$ cat src/rtl/lc3_instruction_executor_unit_assert.svh
// Assertion helpers for the executor unit.
`ifndef LC3_INSTRUCTION_EXECUTOR_UNIT_ASSERT_SVH
`define LC3_INSTRUCTION_EXECUTOR_UNIT_ASSERT_SVH

// Same-cycle implication, disabled in reset.
`define LC3X_ASSERT_NOW(label, clk, rst_n, ante, cons) \
  label: assert property (@(posedge clk) disable iff (!rst_n) (ante) |-> (cons)) \
    else $error("lc3x check failed");

// Next-cycle implication, disabled in reset.
`define LC3X_ASSERT_NEXT(label, clk, rst_n, ante, cons) \
  label: assert property (@(posedge clk) disable iff (!rst_n) (ante) |=> (cons)) \
    else $error("lc3x check failed");

`endif

$ cat src/rtl/lc3x_pkg.sv
package lc3x_pkg;

  // Word count of the core memory; a power of two, indexed by the low address bits.
  localparam int MEM_WORDS = 65536;
  localparam int MEM_AW    = $clog2(MEM_WORDS);

  localparam logic [15:0] START_PC_RST = 16'h3000;
  localparam logic [15:0] KBSR_ADDR    = 16'hFE00;
  localparam logic [15:0] KBDR_ADDR    = 16'hFE02;
  localparam logic [15:0] KBSR_READY   = 16'h8000;
  localparam logic [MEM_AW-1:0] KBSR_IDX = KBSR_ADDR[MEM_AW-1:0];
  localparam logic [MEM_AW-1:0] KBDR_IDX = KBDR_ADDR[MEM_AW-1:0];

  localparam logic [7:0] HALT_VECTOR = 8'h25;
  localparam logic [2:0] CC_POS = 3'd1;
  localparam logic [2:0] CC_ZRO = 3'd2;
  localparam logic [2:0] CC_NEG = 3'd4;

  typedef enum logic [3:0] {
    OP_BR   = 4'd0,
    OP_ADD  = 4'd1,
    OP_LD   = 4'd2,
    OP_ST   = 4'd3,
    OP_JSR  = 4'd4,
    OP_AND  = 4'd5,
    OP_LDR  = 4'd6,
    OP_STR  = 4'd7,
    OP_RTI  = 4'd8,
    OP_NOT  = 4'd9,
    OP_LDI  = 4'd10,
    OP_STI  = 4'd11,
    OP_JMP  = 4'd12,
    OP_RES  = 4'd13,
    OP_LEA  = 4'd14,
    OP_TRAP = 4'd15
  } opcode_t;

  typedef enum logic [1:0] {
    MEM_NONE  = 2'd0,
    MEM_READ  = 2'd1,
    MEM_WRITE = 2'd2,
    MEM_KBDR  = 2'd3
  } mem_op_t;

  typedef enum logic [1:0] {
    ADDR_PC   = 2'd0,
    ADDR_EA   = 2'd1,
    ADDR_MDR  = 2'd2,
    ADDR_LOAD = 2'd3
  } addr_sel_t;

  typedef struct packed {
    logic      item_ld;
    logic      ir_ld;
    logic      pc_inc;
    logic      rfa_ld;
    logic      rfb_ld;
    logic      exec;
    logic      mdr_ld;
    logic      ld_wb;
    logic      out_ld;
    mem_op_t   mem_op;
    addr_sel_t addr_sel;
  } ctl_cmd_t;

  typedef struct packed {
    opcode_t opcode;
    logic    cmd_step;
    logic    halted;
    logic    kbsr_hit;
    logic    key_ready;
  } dp_stat_t;

endpackage

$ cat src/rtl/lc3x_controller.sv
module lc3x_controller import lc3x_pkg::*; (
  input  logic     clk,
  input  logic     rst_n,
  input  logic     in_valid,
  output logic     in_ready,
  output logic     out_valid,
  input  logic     out_ready,
  input  dp_stat_t stat,
  output ctl_cmd_t cmd
);

  typedef enum logic [12:0] {
    S_IDLE   = 13'h0001,
    S_LOAD   = 13'h0002,
    S_FETCH  = 13'h0004,
    S_DECODE = 13'h0008,
    S_RDA    = 13'h0010,
    S_RDB    = 13'h0020,
    S_EXEC   = 13'h0040,
    S_RD1    = 13'h0080,
    S_CAP1   = 13'h0100,
    S_RD2    = 13'h0200,
    S_WB     = 13'h0400,
    S_WR     = 13'h0800,
    S_DONE   = 13'h1000
  } state_t;

  state_t state_r, state_nxt;
  logic   kb_done_r, kb_done_nxt;
  logic   out_valid_r, out_valid_nxt;
  logic   kb_first;

  assign in_ready  = (state_r == S_IDLE);
  assign out_valid = out_valid_r;
  // Keyboard data goes in first when a status read sees a pending key.
  assign kb_first  = stat.kbsr_hit && stat.key_ready && !kb_done_r;

  always_comb begin
    state_nxt     = state_r;
    kb_done_nxt   = 1'b0;
    out_valid_nxt = out_valid_r && !out_ready;
    cmd           = '0;
    cmd.mem_op    = MEM_NONE;
    cmd.addr_sel  = ADDR_PC;
    case (state_r)
      S_IDLE: begin
        if (in_valid) begin
          cmd.item_ld = 1'b1;
          state_nxt   = S_LOAD;
        end
      end
      S_LOAD: begin
        if (!stat.cmd_step) begin
          cmd.mem_op   = MEM_WRITE;
          cmd.addr_sel = ADDR_LOAD;
          state_nxt    = S_DONE;
        end else if (stat.halted) begin
          state_nxt = S_DONE;
        end else begin
          state_nxt = S_FETCH;
        end
      end
      S_FETCH: begin
        cmd.addr_sel = ADDR_PC;
        if (kb_first) begin
          cmd.mem_op  = MEM_KBDR;
          kb_done_nxt = 1'b1;
        end else begin
          cmd.mem_op = MEM_READ;
          state_nxt  = S_DECODE;
        end
      end
      S_DECODE: begin
        cmd.ir_ld  = 1'b1;
        cmd.pc_inc = 1'b1;
        state_nxt  = S_RDA;
      end
      S_RDA: begin
        cmd.rfa_ld = 1'b1;
        state_nxt  = S_RDB;
      end
      S_RDB: begin
        cmd.rfb_ld = 1'b1;
        state_nxt  = S_EXEC;
      end
      S_EXEC: begin
        case (stat.opcode)
          OP_LD, OP_LDR, OP_LDI, OP_STI: state_nxt = S_RD1;
          OP_ST, OP_STR:                 state_nxt = S_WR;
          default: begin
            cmd.exec  = 1'b1;
            state_nxt = S_DONE;
          end
        endcase
      end
      S_RD1: begin
        cmd.addr_sel = ADDR_EA;
        if (kb_first) begin
          cmd.mem_op  = MEM_KBDR;
          kb_done_nxt = 1'b1;
        end else begin
          cmd.mem_op = MEM_READ;
          state_nxt  = (stat.opcode == OP_LDI || stat.opcode == OP_STI) ? S_CAP1 : S_WB;
        end
      end
      S_CAP1: begin
        cmd.mdr_ld = 1'b1;
        state_nxt  = (stat.opcode == OP_LDI) ? S_RD2 : S_WR;
      end
      S_RD2: begin
        cmd.addr_sel = ADDR_MDR;
        if (kb_first) begin
          cmd.mem_op  = MEM_KBDR;
          kb_done_nxt = 1'b1;
        end else begin
          cmd.mem_op = MEM_READ;
          state_nxt  = S_WB;
        end
      end
      S_WB: begin
        cmd.ld_wb = 1'b1;
        state_nxt = S_DONE;
      end
      S_WR: begin
        cmd.mem_op   = MEM_WRITE;
        cmd.addr_sel = (stat.opcode == OP_STI) ? ADDR_MDR : ADDR_EA;
        state_nxt    = S_DONE;
      end
      S_DONE: begin
        // Hold the result until the output register frees up.
        if (!out_valid_r || out_ready) begin
          cmd.out_ld    = 1'b1;
          out_valid_nxt = 1'b1;
          state_nxt     = S_IDLE;
        end
      end
      default: state_nxt = S_IDLE;
    endcase
  end

  always_ff @(posedge clk) begin
    if (!rst_n) begin
      state_r     <= S_IDLE;
      kb_done_r   <= 1'b0;
      out_valid_r <= 1'b0;
    end else begin
      state_r     <= state_nxt;
      kb_done_r   <= kb_done_nxt;
      out_valid_r <= out_valid_nxt;
    end
  end

endmodule
$ cat config.mk
export PLATFORM = sky130hd
export DESIGN_NAME = lc3x_controller
export DESIGN_NICKNAME = d
export VERILOG_FILES = /design/src/rtl/lc3_instruction_executor_unit_assert.svh /design/src/rtl/lc3x_pkg.sv /design/src/rtl/lc3x_controller.sv
export SDC_FILE = /design/constraint.sdc
export NUM_CORES = 1
export LEC_CHECK = 0
export BUFFER_PORTS_ARGS = -buffer_cell sky130_fd_sc_hd__buf_2
export CAP_MARGIN = 25
export CORE_MARGIN = 3
export CORE_UTILIZATION = 51
export DETAILED_ROUTE_END_ITERATION = 16
export HOLD_SLACK_MARGIN = 0.05
export PLACE_DENSITY = 0.78
export SLEW_MARGIN = 40
export SYNTH_ARGS = -nofsm -noshare
export SYNTH_HDL_FRONTEND = slang
export SYNTH_SLANG_ARGS = --single-unit
$ cat constraint.sdc
create_clock -name clk -period 4 [get_ports clk]
set_input_delay 0.6 -clock clk [delete_from_list [all_inputs] [get_ports clk]]
set_output_delay 0.6 -clock clk [all_outputs]
set_load 0.01 [all_outputs]
==> results of run 1 <==
worst max path at each step:
| stage | from | end |
|---|---|---|
| 3_5_place_dp | state_r[0]$_SDFFE_PN1P_ | cmd[1] |
| 4_1_cts | state_r[0]$_SDFFE_PN1P_ | cmd[1] |
| 6_report | state_r[1]$_SDFFE_PN0P_ | cmd[1] |
| 3_3_place_gp | state_r[0]$_SDFFE_PN1P_ | cmd[1] |
| 5_1_grt | state_r[1]$_SDFFE_PN0P_ | cmd[0] |
| 2_1_floorplan | state_r[1]$_SDFFE_PN0P_ | cmd[1] |
registers in the layout (all words and copies together) (netlist names):
register	cells
kb_done_r	1
out_valid	1
state_r	13
layout by cell type (no fill, tap or decap), types with 4 or more instances in the layout:
cell type,synthesis,layout
nor2b_1,4,4
and2_1,4,4
nor4b_1,5,5
nand4_1,5,5
nor2_1,12,12
buf_2,1,26
nor3b_1,5,5
nand2_1,6,6
dfxtp_1,15,15
nand3_1,7,7
metrics by stage:
step	worst slack (ns)	util [%]
global placement	1.54	63.2
finish	1.06	64.6
CTS	1.11	64.6
detailed placement	1.43	63.2
floorplan	1.85	-
global route	0.867	64.6
final cells by class:
cell class                      count  area [um^2]
Tap cell                           25         31.3
Fill cell                         150          631
Timing Repair Buffer               26          130
Clock buffer                        4         26.3
Multi-Input combinational cell     96          653
Inverter                            3         11.3
Sequential cell                    15          300
cell families after synthesis:
logic type / count (synthesis) / share of synthesized area, %
xor+xnor: 3 / 2.66
simple gates: 74 / 48.2
mux: 1 / 1.01
compound gates: 18 / 14.2
buf+inv: 6 / 3.54
flops: 15 / 30.4
power by group through the flow:
stage | clock, mW | combinational (mW) | sequential [mW]
after floorplan | 0 | 0.0702 | 0.164
after global placement | 0 | 0.0897 | 0.168
after detailed placement | 0 | 0.0897 | 0.169
after CTS | 0.0901 | 0.0901 | 0.166
after global routing | 0.0950 | 0.100 | 0.168
final | 0.0904 | 0.0921 | 0.167
synthesized netlist by cell type, types with 2 or more instances:
| library cell | count | share of area [%] |
|---|---|---|
| nor2_1 | 12 | 4.6 |
| nor2b_1 | 4 | 2.5 |
| nand4_1 | 5 | 3.2 |
| a21oi_1 | 2 | 1.0 |
| nand2_1 | 6 | 2.3 |
| nand3_1 | 7 | 3.5 |
| xor2_1 | 3 | 2.7 |
| o21ai_0 | 2 | 1.0 |
| nor3_1 | 3 | 1.5 |
| dfxtp_1 | 15 | 30 |
| and2_1 | 4 | 2.5 |
| nor4_1 | 3 | 1.9 |
| inv_1 | 3 | 1.1 |
| nor3b_1 | 5 | 3.8 |
| nor4b_1 | 5 | 4.4 |
| o31ai_1 | 2 | 1.5 |
| and3b_1 | 3 | 2.7 |
| and3_1 | 2 | 1.3 |
| nand3b_1 | 2 | 1.5 |
| or2_2 | 2 | 1.3 |
| o21a_1 | 2 | 1.5 |
routing by layer:
metal,global-route usage [%],vias up
met4,11.1,0
li1,-,501
met3,5.44,14
met2,33.3,76
met5,0,-
met1,27.1,482
worst min-delay path: cells and delay by family (launching register included):
| kind | cells | cell delay, ns |
|---|---|---|
| flops | 1 | 0.33 |
| compound gates | 1 | 0.08 |
| simple gates | 1 | 0.11 |
==> results by stage, run 1 <==
Yosys:
- The number of nets handed over by synthesis was 129.
- The post-synthesis instance area is 988 um^2.
- The post-synthesis register bit count is 15.
- The total number of yosys warnings is 0.
- After synthesis, flip-flops and latches occupy 30.4% of the total area.
- The synthesized instance count is 117.
- Counting flops with an async set or reset pin after synthesis yields a share of 0%.
- Yosys mapped the design onto 46 distinct sky130hd cell types.
- The dominant register cell in the synthesized netlist is dfxtp_1.
- The number of enable flip-flop cells after synthesis is 0.
- A synthesized cell averages 8.45 um^2.

Clock tree:
- The number of hold buffers added after CTS was 0.
- TritonCTS built the clock tree.
- The clock passes through at most 2 buffers.
- The maximum level of the CTS H-tree is 1.
- The post-CTS setup buffer count is 0.
- After clock tree synthesis, the repair step resized 0 gates.
- The buffer type at the clock tree root is clkbuf_4.
- The clock-pin slew of the registers on the worst-case setup and hold paths is 0.09 ns.
- The number of CTS-inserted buffers is 3.
- Clock latency on the worst-skew pair, taken at its later pin, is 0.29 ns.
- The clock net in this run drives a total of 15 sinks.

Power:
- The register share of total power is 47.7%.
- The power per unit of standard cell area is 303 nW/um^2.
- Internal power comes to 234 uW.
- The total power of the final layout is 349 uW.
- The maximum vdd ir drop is 0.231 mV.
- The power dissipated by switching net loads is 115 uW.
- The switching part of the total is 33.1%.
- In this run the static leakage power is 0.503 nW.
- Combinational logic is responsible for 26.4% of the overall power.
- The portion of total power attributed to the clock network is 25.9%.

Worst setup path:
- The most numerous cell on the critical path is nand3_1.
- Counting buffers and inverters, the worst setup path is 6 cells deep.
- STA classifies the critical path endpoint as a primary output.
- The critical path goes through nor4_2, nand3_1, nor3b_1, nand3_1, nand3_1, buf_2.
- Grouping stages by cell kind, the critical path spends the most delay in simple AND/OR/NAND/NOR gates.
- Counting cells, the worst reg-to-reg path comes to 5.
- STA puts the critical path data arrival time at 2.34 ns.
- The delay contributed by the slowest stage of the critical path is 0.59 ns.
- The worst register-to-register path ends at state_r[11]$_SDFFE_PN0P_.
- The top fanout value on the critical path is 8.
- In this run the register-to-register setup slack is 1.97 ns.
- The launch point of the worst reg-to-reg path is state_r[1]$_SDFFE_PN0P_.
- The startpoint type of the worst setup path is a flop.
- The highest-delay cell along the critical path is nor4_2.
- The buffer and inverter count on the worst path is 1.
- The critical path in this run is classified as flop to primary output.
- For the worst setup path, the data required time is 3.40 ns.

Floorplan:
- The number of top-level pins is 27.
- The floorplan die width is 50.0 um.
- The total number of placement rows is 15.
- The starting density of the core is 55.4%.
- The die extent in y is 50.0 um.
- In this run the standard cell core region covers 1780 um^2.
- The floorplan step defined a die boundary enclosing 2500 um^2.

Worst hold path:
- The launch instance of the worst min-delay path is out_valid$_SDFF_PN0_.
- Along the worst hold path, the cell count comes to 2.
- The end point of the most critical hold path is out_valid$_SDFF_PN0_.
- The path class of the tightest hold or removal check is flop to flop.

Layout:
- The count of non-filler cells in the finished layout is 169.
- The growth of design area from synthesis to finish is 16.6%.
- 0 antenna diodes ended up in the layout.
- After the last flow step, the layout net total stands at 157.
- The proportion of layout cells with a drive suffix above 1 is 26.4%.
- Summing all non-filler instances in the final layout gives an area of 1150 um^2.

Routing:
- In the detailed route, the total length drawn on met3 is 261 um.
- The number of design-rule violations left by the first detailed-router iteration is 47.
- The number of nets still failing antenna checks after routing is 0.
- The post-route DRC violation count is 0.
- The detailed router put a total of 1090 um of wire on met1.
- For this run, the detailed router's first-pass iteration total came to 4.
- The met2 wire length is 1160 um.
- After detailed routing, no signal wire sits above met4.
- The vias after detailed routing is 1073.
- The final layout contains routed wiring with a total length of 2610 um.
- After detailed routing, the average wire length per cell comes to 15.4 um.
- After detailed routing, the number of vias per cell comes to 6.35.

STA:
- Setup repair after global routing left no endpoint under its margin.
- Headroom to the max-slew limit came out at 59.0%.
- The tightest hold path in the finished design has a slack of 0.561 ns.
- Dividing the final minimum period by the clock period gives 73.5%.
- Summed over all failing endpoints, the final setup total negative slack is 0 ns.
- Derived from the worst setup path, the maximum achievable clock frequency is 340 MHz.
- The final count of hold timing violations is 0.
- The number of failing setup endpoints in the final timing report is 0.
- The worst-case clock skew is 0.000574 ns.
- The number of max-slew violations in the final report is 0.
- At the pin with the least slew margin, the transition time is 0.611 ns.
- The worst path in the final design needs a cycle of 2.94 ns, including I/O delays and setup.

Run status:
- The flow ran to the end, and the final reports show no timing, DRC or antenna violations.

Placed design:
- After detailed placement, the total cell area comes to 1130 um^2.
- The final estimated routing congestion in global placement is 0.890.
- After legalization and detailed placement, the total HPWL measured 1970 um.
- The number of placed instances, taps included, is 165.
- In this run the tool buffered the top-level ports with 26 buffer cells.

Global route:
- The overall overflow remaining after global route is 0.
- Across every metal layer, demand over resource in global routing totals 21.5%.
- The first-pass GRT wire length is 4180 um.
- The number of global-route vias before repair is 972.
- The initial antenna violation count is 0.
- Entering global routing, the biggest net connects 9 pins.

Flow run:
- The count of max-cap constraint violations is 0.
No activity file was read; power rests on OpenSTA's default activity.
==> run 2: changes to the inputs <==
- ABC_AREA: not set -> 1
- CORE_UTILIZATION: 51 -> 46
- PLACE_DENSITY: 0.78 -> 0.74
- clock period: 4 -> 2.35 ns (I/O delays scaled with it)
==> results by stage, run 2 <==
Run status:
- The flow ran to the end, and the final reports show no timing, DRC or antenna violations.

Routing:
- The number of optimization iterations in the first detailed-route pass is 4.
- Once detail routing completed, the nets flagged for antenna violations numbered 0.
- In the routed layout, each cell is associated on average with a via count of 5.01.
- The post-route DRC violation count is 0.
- The routed layout has 1172 vias.
- After detailed routing, the average wire length per cell comes to 11.0 um.
- After detailed routing, the total wire length is 2580 um.
- The detailed router finished its first iteration with 33 violations.

Yosys:
- Synthesis produced 179 cells.
- The post-synthesis instance area is 1050 um^2.
- The sequential share of the synthesized area is 28.7%.
- The post-synthesis cell type count is 20.
- By instance count, the leading cell after synthesis is inv_1.
- The mean cell area of the mapped netlist is 5.84 um^2.
- The post-synthesis register bit count is 15.
- The proportion of synthesized flip-flops having asynchronous set or reset is 0%.
- The fraction of synthesized cell area taken by the top area cell type is 28.7%.
- Sorting the synthesized cells by area gives the leading types as dfxtp_1 29%, inv_1 15%, nand2_1 14%.
- For this run, the number of Yosys warnings is 0.
- The synthesized net count is 191.
- The number of enable flip-flop cells after synthesis is 0.
- Ranked by instance count, the synthesized netlist is headed by 43 x inv_1, 40 x nand2_1, 23 x nor2_1.
- The biggest area contributor in the post-synthesis netlist is dfxtp_1.
- The dominant register cell in the synthesized netlist is dfxtp_1.

Placed design:
- In this run the cell area measured after placement is 1200 um^2.
- The final estimated routing congestion in global placement is 0.898.
- The number of instances in the placed design is 230.
- Summed over all nets, the half-perimeter wirelength after detailed placement is 2100 um.
- The number of buffers inserted by port buffering is 26.

Layout:
- The register ranked first by flip-flop count is state_r.
- The antenna diode instance count is 0.
- The count of non-filler cells in the finished layout is 234.
- The number of flip-flops in the largest register is 13.
- The finished cells cover 1230 um^2.
- In the final layout, the multi-input gates occupy 573 um^2.
- Counting the fill cells in the layout gives 212.
- The top cell types in the final layout, fill and taps aside, are 43 x inv_1, 40 x nand2_1, 26 x buf_2, 23 x nor2_1, 19 x nand3_1.
- Leaving out fill and tap cells, the most frequent cell in the layout is inv_1.
- The area growth from synthesis to layout is 17.2%.
- The proportion of layout cells with a drive suffix above 1 is 21.3%.
- The final layout contains 220 nets.
- Across the whole layout, storage elements account for 300 um^2.

Power:
- Summed over all cells, the static leakage comes to 0.769 nW.
- The maximum vdd ir drop is 0.283 mV.
- In this run, flip-flops and latches consume 37.7% of the power.
- In this run the power density over the cells is 628 nW/um^2.
- The total internal power is 447 uW.
- The portion of total power attributed to the clock network is 20.0%.
- Of the total power, the share spent switching nets is 41.9%.
- The power dissipated by switching net loads is 322 uW.
- The part of the total power dissipated in combinational logic is 42.3%.

Clock tree:
- TritonCTS built the clock tree.
- Once the clock tree was built, the setup fixing pass inserted 0 buffers.
- The clock-pin slew of the registers on the worst-case setup and hold paths is 0.10 ns.
- The cts-stage hold buffer count is 0.
- Buffers inserted during clock tree synthesis total 3.
- The buffer type at the clock tree root is clkbuf_4.
- Clock tree synthesis found a total of 15 sinks.
- The clock passes through at most 2 buffers.
- The maximum level of the CTS H-tree is 1.
- The later pin in the worst-skew pair is clocked with a latency of 0.29 ns.
- The count of cells resized by post-cts repair is 0.

Worst setup path:
- At the worst endpoint, the required time is 2.00 ns.
- The endpoint kind of the worst setup timing path is a primary output.
- On the critical path, the stage with the largest delay is an instance of dfxtp_1.
- For this run, the slowest stage of the critical path takes 0.36 ns.
- Counting stages on the worst path, the most repeated cell is nand2_1.
- Walking the worst path, the cells encountered are nor2_4, nand2_4, nor2_2, nand2_1, inv_1, nand2_1, o211ai_1, buf_2.
- The top fanout value on the critical path is 5.
- The startpoint type of the worst setup path is a flop.
- The setup path with the least slack is of type flop to primary output.
- For the worst setup path, the data arrival time is 1.65 ns.

STA:
- The number of max-slew violations in the final report is 0.
- Setup violations remaining at the end of the flow were counted as 0.
- Subtracting the final worst setup slack from the clock period gives 2.00 ns.
- The share of the clock period used by the worst path after layout is 85.0%.
- The worst-case clock skew is 0.00734 ns.
- The slew of the pin with the lowest slew margin is 0.357 ns.
- The highest achievable clock rate is 501 MHz.
- Setup repair after global routing left no endpoint under its margin.
- Hold is met by 0.341 ns.
- The final count of hold timing violations is 0.
- The setup TNS is 0 ns.
- The relative slew slack is 76.0%.

Global route:
- The number of global-route vias before repair was 1055.
- The first global-routing pass estimated 4400 um of wire.
- The initial antenna violation count came to 0.
- The overall global routing resource usage is 20.9%.
- The largest net degree at the start of global routing is 12.
- Global routing finished with a remaining overflow of 0.

Floorplan:
- In this run the standard cell core region covers 2060 um^2.
- For this configuration, the core starts out at a cell density of 50.7%.
- After floorplanning, the core was divided into 16 placement rows.
- The die extent in y is 53.7 um.
- In this run the horizontal extent of the chip is 53.7 um.
- During I/O placement, the number of pins put on the boundary was 27.
- The area of the die is 2880 um^2.

Flow run:
- Across the run, the number of max-cap violations was 0.

Worst hold path:
- The tightest min-delay check is of the input port to flop type.
## run 2: cell count changes after synthesis, sizes merged, moves of 4 or more
cell and delta:
nor2b -4, nand2 +40, nor4b -5, inv +40, nand3 +12, and2 -4, nor2 +18, nor4 -4
nor3b -5
## run 2: metal layers
metal	track usage [%]	wire length, um	vias up
li1	-	-	605
met4	8.94	40	0
met1	26.7	1150	522
met3	2.49	160	5
met2	35.1	1230	40
met5	0	0	-
## run 2: metrics by stage
stage | util, % | setup slack, ns | power, mW
2_1_floorplan | - | 0.952 | 0.529
6_report | 59.5 | 0.352 | 0.769
3_3_place_gp | 58.1 | 0.673 | 0.613
3_5_place_dp | 58.1 | 0.701 | 0.617
4_1_cts | 59.5 | 0.356 | 0.771
5_1_grt | 59.5 | 0.175 | 0.822
## run 2: worst max-delay path, delay by kind of cell (launching register included)
family | cells | cell delay (ns)
flops | 1 | 0.36
compound gates | 1 | 0.09
buf+inv | 2 | 0.24
simple gates | 5 | 0.65
## run 2: kinds of logic (layout without fill, tap and decap cells)
| family | after synthesis | after routing | share of synthesized area [%] |
|---|---|---|---|
| simple gates | 108 | 108 | 48.9 |
| compound gates | 11 | 11 | 5.86 |
| buf+inv | 45 | 73 | 16.5 |
| flops | 15 | 15 | 28.7 |
## run 2: final cells by class
class / count / area share [%]
multi-input cells: 119 / 46.7
flip-flops and latches: 15 / 24.5
inverters: 43 / 13.2
repair buffers: 26 / 10.6
well taps: 27 / 2.76
clock buffers: 3 / 1.84
clock inverters: 1 / 0.408
## run 2: worst paths after layout
kind | startpoint | to | slack, ns | cells past startpoint
max | state_r[4]$_SDFFE_PN0P_ | cmd[1] | 0.35 | 8
min | out_ready | out_valid$_SDFF_PN0_ | 0.34 | 4
max reg2reg | state_r[4]$_SDFFE_PN0P_ | state_r[12]$_SDFFE_PN0P_ | 0.84 | 10
min reg2reg | state_r[2]$_SDFFE_PN0P_ | state_r[2]$_SDFFE_PN0P_ | 0.51 | 2
## run 2: power by group through the flow
stage          logic (mW)  registers [mW]  clock network [mW]
4_1_cts             0.323           0.290               0.158
5_1_grt             0.364           0.291               0.166
2_1_floorplan       0.237           0.293                   0
3_5_place_dp        0.322           0.296                   0
3_3_place_gp        0.319           0.294                   0
6_report            0.326           0.290               0.154
==> run 3: changes to the inputs <==
- CAP_MARGIN: 25 -> not set
- CORE_UTILIZATION: 46 -> 24
- GPL_TIMING_DRIVEN: not set -> 1
- PLACE_DENSITY: 0.74 -> not set
==> results by stage, run 3 (same netlist as run 2, synthesis figures left out) <==
Clock tree:
- TritonCTS built the clock tree.
- The maximum level of the CTS H-tree is 1.
- The post-CTS setup buffer count is 0.
- The clock-pin slew of the registers on the worst-case setup and hold paths is 0.06 ns.
- The sink count of the clock tree is 15.
- Counting the buffers created by CTS gives 3.
- The maximum clock path buffer count is 2.
- Clock latency on the worst-skew pair, taken at its later pin, is 0.24 ns.
- The cts-stage hold buffer count is 0.
- The root buffer cell chosen for the clock tree is clkbuf_8.
- The count of cells resized by post-cts repair is 0.

Routing:
- The number of design-rule violations left by the first detailed-router iteration is 65.
- The final layout contains routed wiring with a total length of 2720 um.
- The vias after detailed routing is 1107.
- The number of optimization iterations in the first detailed-route pass is 4.
- The detail route stage leaves a number of antenna-violating nets equal to 0.
- Dividing the detail-routed via count by the number of cells gives 4.31.
- For this run, design rule violations remaining after detail routing come to 0.
- After detailed routing, the average wire length per cell comes to 10.6 um.

Placed design:
- The final estimated routing congestion in global placement is 0.935.
- The estimated wirelength of the detail-placed design is 2240 um.
- In this run the tool buffered the top-level ports with 26 buffer cells.
- The number of instances in the placed design is 253.

STA:
- The final count of hold timing violations is 0.
- The share of the clock period used by the worst path after layout is 82.5%.
- The highest achievable clock rate is 516 MHz.
- The worst pin sits at a relative slew slack of 75.5%.
- For the pin with the worst max-slew slack, the measured transition is 0.364 ns.
- Across the routed clock network, the largest skew measured is 0.00125 ns.
- Setup repair after global routing left no endpoint under its margin.
- Summed over all failing endpoints, the final setup total negative slack is 0 ns.
- Setup violations remaining at the end of the flow were counted as 0.
- The time the final worst path needs with I/O delays and setup is 1.94 ns.
- The number of max-slew violations in the final report came to 0.

Layout:
- After the flow finishes, the layout carries non-filler instances totaling 257.
- The growth of design area from synthesis to finish is 21.8%.
- The total number of nets in the final design is 220.
- The leading cell type in the layout, fill and taps excluded is inv_1.
- In the final layout, the share of cells above drive strength 1 is 21.3%.
- The number of antenna diodes in the final layout is 0.
- The register ranked first by flip-flop count is state_r.
- In the layout the commonest cells are 43 x inv_1, 40 x nand2_1, 26 x buf_2, 23 x nor2_1, 19 x nand3_1.
- The number of flip-flops in the largest register is 13.
- Cells fill 31.0% of the core in the end.

Worst setup path:
- The number of gates on the worst path with buffers counted is 8.
- The most numerous cell on the critical path is nand2_1.
- On the worst path, the slowest cell contributes a delay of 0.34 ns.
- The endpoint kind of the worst setup timing path is a primary output.
- The worst setup path category is flop to primary output.
- The cell type group with the largest total delay on the critical path is simple AND/OR/NAND/NOR gates.
- The destination of the worst register-to-register timing path is state_r[0]$_SDFFE_PN1P_.
- The number of cells on the worst reg-to-reg path is 10.
- The largest individual stage delay along the critical path comes from the cell dfxtp_1.
- STA classifies the critical path startpoint as a flop.
- Along the worst path, the maximum fanout reaches 5.
- Across all register-to-register paths, the minimum setup slack is 0.85 ns.
- The buffer and inverter count on the worst path is 2.
- The launch point of the worst reg-to-reg path is state_r[8]$_SDFFE_PN0P_.
- Data arrives at the worst endpoint at 1.59 ns.
- The critical path required time is 2.00 ns.
- Walking the worst path, the cells encountered are nor2_4, nand3_1, nor2_2, nand2_1, inv_1, nand2_1, o211ai_1, buf_2.

Global route:
- The first-pass GRT wire length is 4600 um.
- The initial antenna violation count is 0.
- The largest net degree at the start of global routing is 12.
- The number of global-route vias before repair is 1032.
- The overall global routing resource usage is 11.2%.
- For this run the aggregate overflow at the end of global routing stands at 0.

Worst hold path:
- The worst hold path was traced through 4 stages.
- The worst hold path begins at out_ready.
- The path category of the worst min-delay check is input port to flop.
- The path with the worst hold slack has its endpoint at out_valid$_SDFF_PN0_.

Floorplan:
- The area of the die is 5190 um^2.
- The number of top-level pins is 27.
- The initialized floorplan defines 23 standard-cell rows.
- The die extent in y is 72.0 um.
- The floorplan die width is 72.0 um.
- The area of the placeable core is 4120 um^2.
- The initial utilization of the core area, before any placement, comes to 25.4%.

Flow run:
- The count of max-cap constraint violations is 0.

Power:
- The register share of total power is 34.9%.
- The maximum vdd ir drop is 0.199 mV.
- The internal portion of the total power is 501 uW.
- The portion of total power attributed to the clock network is 25.4%.
- Of the total power, the share spent switching nets is 39.6%.
- The power per unit of standard cell area is 651 nW/um^2.
- In this run the static leakage power is 0.777 nW.
- The power dissipated by switching net loads is 328 uW.
- Combinational logic is responsible for 39.7% of the overall power.

Run status:
- The run finished with clean final reports.
-- run 3: power by group through the flow --
stage | Combinational (mW) | Clock (mW) | Sequential, mW
2_1_floorplan | 0.237 | 0 | 0.293
5_1_grt | 0.371 | 0.232 | 0.291
3_3_place_gp | 0.330 | 0 | 0.294
4_1_cts | 0.329 | 0.216 | 0.289
6_report | 0.329 | 0.211 | 0.290
3_5_place_dp | 0.328 | 0 | 0.295
-- run 3: layout make-up --
type,instances,area [um^2]
timing repair buffer,26,130
inverter,43,161
sequential,15,300
tap,50,62.6
clock buffer,3,41.3
clock inverter,1,5.00
fill,480,2840
multi-input combinational,119,573
-- run 3: per-stage QoR --
stage	power (mW)	hold slack, ns	instance area [um^2]	setup WS [ns]
4_1_cts	0.834	0.386	1270	0.396
2_1_floorplan	0.529	0.466	1050	0.952
6_report	0.830	0.390	1270	0.411
5_1_grt	0.894	0.420	1270	0.231
3_5_place_dp	0.623	0.493	1230	0.673
3_3_place_gp	0.624	0.486	1230	0.622
-- run 3: tightest hold or removal path: stages --
cell	delay, ns
buf_2	0.07
nor2_1	0.06
inv_1	0.05
a21oi_1	0.05
-- run 3: per-layer routing --
metal	GRT usage (%)	part of all wire [%]	up-vias
met5	0	0	-
met4	3.76	0.99	0
met3	1.94	5.5	4
met2	18.1	45	31
met1	15.0	49	472
li1	-	-	600
-- run 3: worst max-delay path by stage --
stage	slack, ns	from	endpoint
2_1_floorplan	0.95	state_r[4]$_SDFFE_PN0P_	cmd[1]
4_1_cts	0.40	state_r[8]$_SDFFE_PN0P_	cmd[1]
3_3_place_gp	0.62	state_r[8]$_SDFFE_PN0P_	cmd[1]
5_1_grt	0.23	state_r[8]$_SDFFE_PN0P_	cmd[3]
3_5_place_dp	0.67	state_r[8]$_SDFFE_PN0P_	cmd[1]
6_report	0.41	state_r[8]$_SDFFE_PN0P_	cmd[1]
